### src/rtl/core/ipd_pkg.sv
// Package with the shared types and constants of the isolated pixel detector.
`default_nettype none

package ipd_pkg;

  localparam int CFG_INDEX_W = 1;
  localparam int CFG_DATA_W  = 16;
  localparam int HEIGHT_W    = 16;
  localparam int WIDTH_CFG_W = 11;

  localparam logic [CFG_INDEX_W-1:0] REG_IMAGE_HEIGHT = 1'b0;
  localparam logic [CFG_INDEX_W-1:0] REG_IMAGE_WIDTH  = 1'b1;

  typedef struct packed {
    logic uns;
    logic set;
  } flags_t;

  typedef struct packed {
    logic row_zero;
    logic last_col;
    logic last_row;
    logic single;
  } item_ctl_t;

endpackage

`default_nettype wire

### src/rtl/core/ipd_ram.sv
// Generic single-port-write, single-port-read RAM with a registered read.
`default_nettype none

module ipd_ram #(
  parameter int WIDTH = 2,
  parameter int DEPTH = 1024
) (
  input  wire logic                                   clk,
  input  wire logic                                   we,
  input  wire logic [(DEPTH > 1 ? $clog2(DEPTH) : 1)-1:0] waddr,
  input  wire logic [WIDTH-1:0]                       wdata,
  input  wire logic                                   re,
  input  wire logic [(DEPTH > 1 ? $clog2(DEPTH) : 1)-1:0] raddr,
  output logic      [WIDTH-1:0]                       rdata
);

  logic [WIDTH-1:0] mem [DEPTH];

  always_ff @(posedge clk) begin
    if (we) begin
      mem[waddr] <= wdata;
    end
    if (re) begin
      rdata <= mem[raddr];
    end
  end

endmodule

`default_nettype wire

### src/rtl/core/ipd_seq.sv
// Configuration registers and raster position counters of the detector.
`default_nettype none

module ipd_seq #(
  parameter int MAX_WIDTH = 1024,
  parameter int AW        = 10,
  parameter int WW        = 11
) (
  input  wire logic                                 clk,
  input  wire logic                                 rst,
  input  wire logic                                 cfg_we,
  input  wire logic [ipd_pkg::CFG_INDEX_W-1:0]      cfg_index,
  input  wire logic [ipd_pkg::CFG_DATA_W-1:0]       cfg_wdata,
  input  wire logic                                 accept,
  output logic      [AW-1:0]                        col,
  output ipd_pkg::item_ctl_t                        ctl
);

  import ipd_pkg::*;

  localparam int CW = (WW > WIDTH_CFG_W) ? WW : WIDTH_CFG_W;

  logic [HEIGHT_W-1:0]    image_height;
  logic [WIDTH_CFG_W-1:0] image_width;
  logic [HEIGHT_W-1:0]    row_count;
  logic [AW-1:0]          column_count;
  logic [HEIGHT_W-1:0]    height_eff;
  logic [CW-1:0]          width_ext;
  logic [CW-1:0]          width_eff;

  always_ff @(posedge clk) begin
    if (rst) begin
      image_height <= HEIGHT_W'(1);
      image_width  <= WIDTH_CFG_W'(1);
    end else if (cfg_we) begin
      case (cfg_index)
        REG_IMAGE_HEIGHT: image_height <= cfg_wdata[HEIGHT_W-1:0];
        REG_IMAGE_WIDTH:  image_width  <= cfg_wdata[WIDTH_CFG_W-1:0];
        default: ;
      endcase
    end
  end

  always_comb begin
    height_eff = (image_height == '0) ? HEIGHT_W'(1) : image_height;
    width_ext  = CW'(image_width);
    if (width_ext == '0) begin
      width_eff = CW'(1);
    end else if (width_ext > CW'(MAX_WIDTH)) begin
      width_eff = CW'(MAX_WIDTH);
    end else begin
      width_eff = width_ext;
    end
    col          = column_count;
    ctl.row_zero = (row_count == '0);
    ctl.last_col = ((CW+1)'(column_count) + (CW+1)'(1)) >= (CW+1)'(width_eff);
    ctl.last_row = ((HEIGHT_W+1)'(row_count) + (HEIGHT_W+1)'(1)) >=
                   (HEIGHT_W+1)'(height_eff);
    ctl.single   = (height_eff == HEIGHT_W'(1)) && (width_eff == CW'(1));
  end

  always_ff @(posedge clk) begin
    if (rst) begin
      row_count    <= '0;
      column_count <= '0;
    end else if (accept) begin
      if (ctl.last_col) begin
        column_count <= '0;
        row_count    <= ctl.last_row ? '0 : row_count + HEIGHT_W'(1);
      end else begin
        column_count <= column_count + AW'(1);
      end
    end
  end

endmodule

`default_nettype wire

### src/rtl/core/ipd_settle.sv
// Read-modify-write stage that settles pixels against the column memory.
`default_nettype none

module ipd_settle #(
  parameter int AW = 10
) (
  input  wire logic                 clk,
  input  wire logic                 rst,
  input  wire logic                 accept,
  input  wire logic                 pix,
  input  wire logic [AW-1:0]        col,
  input  ipd_pkg::item_ctl_t        ctl,
  input  ipd_pkg::flags_t           rd_flags,
  output logic                      wr_en,
  output logic      [AW-1:0]        wr_addr,
  output ipd_pkg::flags_t           wr_flags,
  output logic                      hold,
  output logic                      out_valid,
  input  wire logic                 out_stall,
  output logic                      isolated_found
);

  import ipd_pkg::*;

  logic      b_valid;
  logic      b_pix;
  logic [AW-1:0] b_col;
  item_ctl_t b_ctl;
  logic      fwd_hit;
  flags_t    fwd_flags;
  logic      pend_valid;
  logic [AW-1:0] pend_col;
  flags_t    pend_flags;
  logic      left_set;
  logic      left_uns;
  logic      failure_seen;

  logic      advance;
  flags_t    above;
  logic      lu;
  logic      cur_uns;
  logic      fail_next;
  logic      fwd_hit_next;
  flags_t    fwd_flags_next;

  always_comb begin
    hold    = b_valid && b_ctl.last_col && b_ctl.last_row && out_valid && out_stall;
    advance = b_valid && !hold;
    if (b_ctl.row_zero) begin
      above = '0;
    end else if (fwd_hit) begin
      above = fwd_flags;
    end else begin
      above = rd_flags;
    end
    lu        = left_uns && !b_pix;
    cur_uns   = b_pix && !above.set && !left_set;
    fail_next = failure_seen || (above.uns && !b_pix) ||
                ((b_col != '0) && b_ctl.last_row && lu) ||
                (b_ctl.last_col && b_ctl.last_row && cur_uns);

    if (b_col != '0) begin
      wr_en    = advance;
      wr_addr  = b_col - AW'(1);
      wr_flags = '{uns: lu, set: left_set};
    end else begin
      wr_en    = advance && pend_valid;
      wr_addr  = pend_col;
      wr_flags = pend_flags;
    end

    if (advance && b_ctl.last_col && (b_col == col)) begin
      fwd_hit_next   = 1'b1;
      fwd_flags_next = '{uns: cur_uns, set: b_pix};
    end else if (advance && (b_col != '0) && (b_col - AW'(1) == col)) begin
      fwd_hit_next   = 1'b1;
      fwd_flags_next = '{uns: lu, set: left_set};
    end else if (pend_valid && (pend_col == col)) begin
      fwd_hit_next   = 1'b1;
      fwd_flags_next = pend_flags;
    end else begin
      fwd_hit_next   = 1'b0;
      fwd_flags_next = pend_flags;
    end
  end

  always_ff @(posedge clk) begin
    if (accept) begin
      b_pix     <= pix;
      b_col     <= col;
      b_ctl     <= ctl;
      fwd_hit   <= fwd_hit_next;
      fwd_flags <= fwd_flags_next;
    end
    if (advance && b_ctl.last_col) begin
      pend_col   <= b_col;
      pend_flags <= '{uns: cur_uns, set: b_pix};
    end
    if (advance && b_ctl.last_col && b_ctl.last_row) begin
      isolated_found <= fail_next || b_ctl.single;
    end
  end

  always_ff @(posedge clk) begin
    if (rst) begin
      b_valid      <= 1'b0;
      pend_valid   <= 1'b0;
      left_set     <= 1'b0;
      left_uns     <= 1'b0;
      failure_seen <= 1'b0;
      out_valid    <= 1'b0;
    end else begin
      if (accept) begin
        b_valid <= 1'b1;
      end else if (advance) begin
        b_valid <= 1'b0;
      end

      if (advance) begin
        if (b_ctl.last_col) begin
          pend_valid   <= 1'b1;
          left_set     <= 1'b0;
          left_uns     <= 1'b0;
          failure_seen <= b_ctl.last_row ? 1'b0 : fail_next;
        end else begin
          if (b_col == '0) begin
            pend_valid <= 1'b0;
          end
          left_set     <= b_pix;
          left_uns     <= cur_uns;
          failure_seen <= fail_next;
        end
      end

      if (advance && b_ctl.last_col && b_ctl.last_row) begin
        out_valid <= 1'b1;
      end else if (out_valid && !out_stall) begin
        out_valid <= 1'b0;
      end
    end
  end

endmodule

`default_nettype wire

### src/rtl/core/isolated_pixel_detector_top.sv
// Top level of the isolated pixel detector for raster binary images.
//
//   channel  signals                         direction  content
//   in       in_valid, in_stall, pixel_set   input      one pixel per transaction
//   out      out_valid, out_stall,           output     one verdict per image
//            isolated_found
//   cfg      cfg_we, cfg_index, cfg_wdata    input      image_height, image_width
//
// One pixel is taken per cycle unless the input stalls: the column memory is
// read when a pixel is accepted and written back by the settle stage when
// the following pixel advances through it. The verdict is registered: the
// last pixel passes the settle stage register, then the output register.
// Input stalls only while a verdict waits in the output register and the
// settle stage holds the next image's last pixel.
// Reset is synchronous; the column memory is not cleared, as the first row
// of every image never uses its contents.
`default_nettype none

module isolated_pixel_detector_top #(
  parameter int MAX_WIDTH = 1024
) (
  input  wire logic                             clk,
  input  wire logic                             rst,
  input  wire logic                             cfg_we,
  input  wire logic [ipd_pkg::CFG_INDEX_W-1:0]  cfg_index,
  input  wire logic [ipd_pkg::CFG_DATA_W-1:0]   cfg_wdata,
  input  wire logic                             in_valid,
  output logic                                  in_stall,
  input  wire logic                             pixel_set,
  output logic                                  out_valid,
  input  wire logic                             out_stall,
  output logic                                  isolated_found
);

  import ipd_pkg::*;

  localparam int AW = (MAX_WIDTH > 1) ? $clog2(MAX_WIDTH) : 1;
  localparam int WW = $clog2(MAX_WIDTH + 1);

  logic          accept;
  logic [AW-1:0] col;
  item_ctl_t     ctl;
  logic          wr_en;
  logic [AW-1:0] wr_addr;
  flags_t        wr_flags;
  flags_t        rd_flags;

  assign accept = in_valid && !in_stall;

  ipd_seq #(
    .MAX_WIDTH (MAX_WIDTH),
    .AW        (AW),
    .WW        (WW)
  ) u_seq (
    .clk       (clk),
    .rst       (rst),
    .cfg_we    (cfg_we),
    .cfg_index (cfg_index),
    .cfg_wdata (cfg_wdata),
    .accept    (accept),
    .col       (col),
    .ctl       (ctl)
  );

  ipd_ram #(
    .WIDTH ($bits(flags_t)),
    .DEPTH (MAX_WIDTH)
  ) u_ram (
    .clk   (clk),
    .we    (wr_en),
    .waddr (wr_addr),
    .wdata (wr_flags),
    .re    (accept),
    .raddr (col),
    .rdata (rd_flags)
  );

  ipd_settle #(
    .AW (AW)
  ) u_settle (
    .clk            (clk),
    .rst            (rst),
    .accept         (accept),
    .pix            (pixel_set),
    .col            (col),
    .ctl            (ctl),
    .rd_flags       (rd_flags),
    .wr_en          (wr_en),
    .wr_addr        (wr_addr),
    .wr_flags       (wr_flags),
    .hold           (in_stall),
    .out_valid      (out_valid),
    .out_stall      (out_stall),
    .isolated_found (isolated_found)
  );

`ifndef NO_ASSERTIONS
  a_stall_only_when_full: assert property (@(posedge clk) disable iff (rst)
    in_stall |-> (out_valid && out_stall))
    else $error("Input stalled while the output register could take a verdict.");

  a_row_wraps: assert property (@(posedge clk) disable iff (rst)
    (accept && ctl.last_col) |=> (col == '0))
    else $error("Column counter did not return to zero after the last column.");

  a_col_steps: assert property (@(posedge clk) disable iff (rst)
    (accept && !ctl.last_col) |=> (col == AW'($past(col) + AW'(1))))
    else $error("Column counter did not advance by one after an inner pixel.");
`endif

endmodule

`default_nettype wire
### config.mk
export PLATFORM = sky130hd
export DESIGN_NAME = isolated_pixel_detector_top
export DESIGN_NICKNAME = d
export VERILOG_FILES = /design/src/rtl/core/ipd_pkg.sv /design/src/rtl/core/ipd_ram.sv /design/src/rtl/core/ipd_seq.sv /design/src/rtl/core/ipd_settle.sv /design/src/rtl/core/isolated_pixel_detector_top.sv
export SDC_FILE = /design/constraint.sdc
export NUM_CORES = 2
export LEC_CHECK = 0
export ABC_CLOCK_PERIOD_IN_PS = 15300
export BUFFER_PORTS_ARGS = -buffer_cell sky130_fd_sc_hd__buf_2
export CAP_MARGIN = 10
export CORE_ASPECT_RATIO = 1.2
export CORE_MARGIN = 2
export CORE_UTILIZATION = 40
export DETAILED_ROUTE_END_ITERATION = 16
export PLACE_DENSITY_LB_ADDON = 0.05
export SYNTH_ARGS = -nofsm -noshare
export SYNTH_HDL_FRONTEND = slang
export SYNTH_SLANG_ARGS = --single-unit
### constraint.sdc
create_clock -name clk -period 15.3 [get_ports clk]
set_input_delay 4.59 -clock clk [delete_from_list [all_inputs] [get_ports clk]]
set_output_delay 4.59 -clock clk [all_outputs]
set_load 0.02 [all_outputs]
==> results_dict.tcl <==
set metrics [dict create \
    multiInputGateArea_um2 23000 \
    netlist_instances 5179 \
    worst_setup_path_end_kind "output port" \
    final-setup-viol-count 0 \
    synth.area.top_cells "edfxtp_1 71%, mux4_2 14%, nor2_1 4.6%" \
    grt_start_max_net_pins 218 \
    synth.avg_cell_area_um2 17.1 \
    path_cells "buf_2 -> nand2_1 -> nor2_1 -> buf_2" \
    finalHoldViolCount 0 \
    wl_per_cell_um 33.3 \
    dr_total_vias 48100 \
    fin_tns_setup_ns 0 \
    htree_levels 4 \
    synth.cell_area_um2 88400 \
    post_cts_buffers 0 \
    die_h_um 519 \
    finalPower_uw 12600 \
    crit_buf_inv 2 \
    grt_pass1_vias 50000 \
    ios 26 \
    rsz0062_at_grt "no" \
    cp_slowest_cell "nor2_1" \
    grt_pass1_wl_um 387000 \
    dpl.hpwl_um 157000 \
    yosysUniqueCellTypes 74 \
    final-seq-area_um2 63700 \
    crit_type "in -> out" \
    cts_max_path_buffers 4 \
    crit_fanout 4 \
    slew_viol_final 0 \
    synth_top_area_share_pct 70.7 \
    drive_above_1_share_pct 20.6 \
    p_per_area_nw_per_um2 128 \
    syn_to_final_growth_pct 12.1 \
    worstPathRequired_ns 10.71 \
    start_kind "input pin" \
    fp.dieW_um 433 \
    synth-async-reset-ratio_pct 0 \
    period_share_pct 64.2 \
    worst_slew_pin_slew_ns 1.21 \
    fin_ws_ns 5.48 \
    peakVddDrop_mv 0.0870 \
    critPathMaxStageDelay_ns 0.22 \
    skew_ns 0.0508 \
    ys_ff_latch 2140 \
    clk_latency_ns 0.90 \
    initial_utilization_pct 40.1 \
    synth_nets 5233 \
    gp_congestion 0.787 \
    cts_root_buf "clkbuf_16" \
    drt_iter0_markers 4921 \
    synth-edff-count 2081 \
    clkTransAtPathRegs_ns 0.06 \
    dpl_worst_slack_ns 5.48 \
    coreArea_um2 220000 \
    ys.flop_type "edfxtp_1" \
    synth_top_cell_by_area "edfxtp_1" \
    status "finished, final reports clean" \
    ant_nets 0 \
    cts_buffers 224 \
    crit_family "simple AND/OR/NAND/NOR gates" \
    dr.pass1.iters 7 \
    row_count 189 \
    cts_tree "yes" \
    viasPerCell 5.77 \
    yosys_warnings 0 \
    hold_class "reg -> reg" \
    cts_sinks 2140 \
    yosysSeqAreaShare_pct 72.0 \
    ctsResizeCount 0 \
    track_usage_pct 24.5 \
    routed_wl_um 277000 \
    crit_arrival_ns 5.23 \
    portBuffers 25 \
    leakagePower_uw 0.0302 \
    fin_crit_ns 9.82 \
    dieArea_um2 225000 \
    fillers 19500 \
    drc_errors 0 \
    grt_overflow 0 \
    drv_cap 0 \
    ctsHoldBuffers 0 \
    max_freq_ghz 0.102 \
    antenna_found_initial 18 \
    path_common_cell "buf_2" \
    nets 5246 \
    relSlewSlack_pct 19.0 \
]
cells in the final DEF, fill, tap and decap left out, types with 19 or more instances in the layout:
cell       count
nor3_1        21
nand2_1      187
bufinv_16     20
buf_4        149
ha_1          31
dfxtp_1       52
mux2i_1      110
xnor2_1       38
buf_2         25
nand2b_1      21
clkinv_1      51
clkinv_2      33
nand3_1       32
nor2_1      1080
o22ai_1       30
nand2_4       32
clkbuf_1      47
clkbuf_16    225
a22oi_1       27
and3_1        19
a21oi_1       77
mux4_2       538
inv_1         32
edfxtp_1    2081
o21ai_0       70
synthesized netlist by cell type (all sizes together) (33+ instances only):
cell type,number
mux4,538
nor2,1088
dfxtp,59
inv,33
xnor2,38
o21ai,73
a21oi,77
mux2i,110
clkbuf,168
nand2,219
buf,232
nand3,33
edfxtp,2081
metrics by stage:
step / area [um^2] / instances / hold WS, ns / util, %
CTS: 98900 / 8314 / 0.475 / 44.9
detailed placement: 92000 / 7922 / 0.460 / 41.7
global placement: 92000 / 7922 / 0.452 / 41.7
floorplan: 88400 / 5179 / 0.406 / -
finish: 99000 / 8323 / 0.474 / 44.9
global route: 99000 / 8320 / 0.496 / 44.9
logic make-up after synthesis:
logic type / Yosys count / synth area share, %
AOI/OAI and AO/OA: 350 / 2.62
DFF: 2140 / 72.0
adders and majority gates: 31 / 0.439
muxes: 664 / 15.2
buffers and inverters: 435 / 2.24
xor gates and xnor gates: 56 / 0.555
and+or+nand+nor: 1503 / 6.94
sequential cells by signal, indices dropped and copies added, names as in the netlist:
signal / flops
u_settle.isolated_found: 1
u_ram.mem: 2048
u_settle.fwd_flags: 2
u_settle.failure_seen: 1
u_settle.out_valid: 1
u_settle.b_ctl: 4
u_settle.fwd_hit: 1
u_settle.pend_col: 10
u_seq.image_height: 16
u_seq.col: 10
u_settle.b_valid: 1
u_settle.b_col: 10
u_settle.left_uns: 1
u_settle.pend_valid: 1
u_settle.b_pix: 1
u_ram.rdata: 2
u_seq.image_width: 11
u_settle.left_set: 1
u_settle.pend_flags: 2
u_seq.row_count: 16
worst paths after layout:
path / startpoint / depth (start not counted) / slack [ns] / end
worst min register to register: u_settle.left_uns / 2 / 0.47 / u_settle.left_uns
worst max-delay path: out_stall / 4 / 5.48 / in_stall
worst min-delay path: u_settle.left_uns / 2 / 0.47 / u_settle.left_uns
worst max register to register: u_seq.col[0] / 10 / 8.90 / u_ram.rdata[0]
area by class of cell:
class | count | area share (%)
multi-input cells | 2604 | 23.3
clock buffers | 272 | 5.86
inverters | 35 | 0.133
diodes | 5 | 0.0126
clock inverters | 120 | 1.15
repair buffers | 187 | 1.54
flip-flops and latches | 2140 | 64.3
well taps | 2960 | 3.74
worst reg2reg max path: cells and delay by family (launching register included):
family                 cells  cell delay [ns]
buffers and inverters      4             2.32
AND/OR/NAND/NOR            2             0.91
flip-flops                 1             0.67
multiplexers               2             1.15
AO/OA/AOI/OAI              2             1.08
per-layer routing:
metal	GRT usage, %	part of all wire [%]	routed length [um]	vias to the layer above
met5	0	0	0	-
met4	6.67	2.9	8120	0
met3	3.28	5.5	15300	406
met2	41.5	50	139000	1483
met1	33.3	41	115000	26000
li1	-	-	-	20200
power by group:
group	switching, uW	internal [uW]
Clock	2300	3020
Combinational	526	351
Sequential	22.0	6420
Total	2850	9790
No activity file was read; power rests on OpenSTA's default activity.
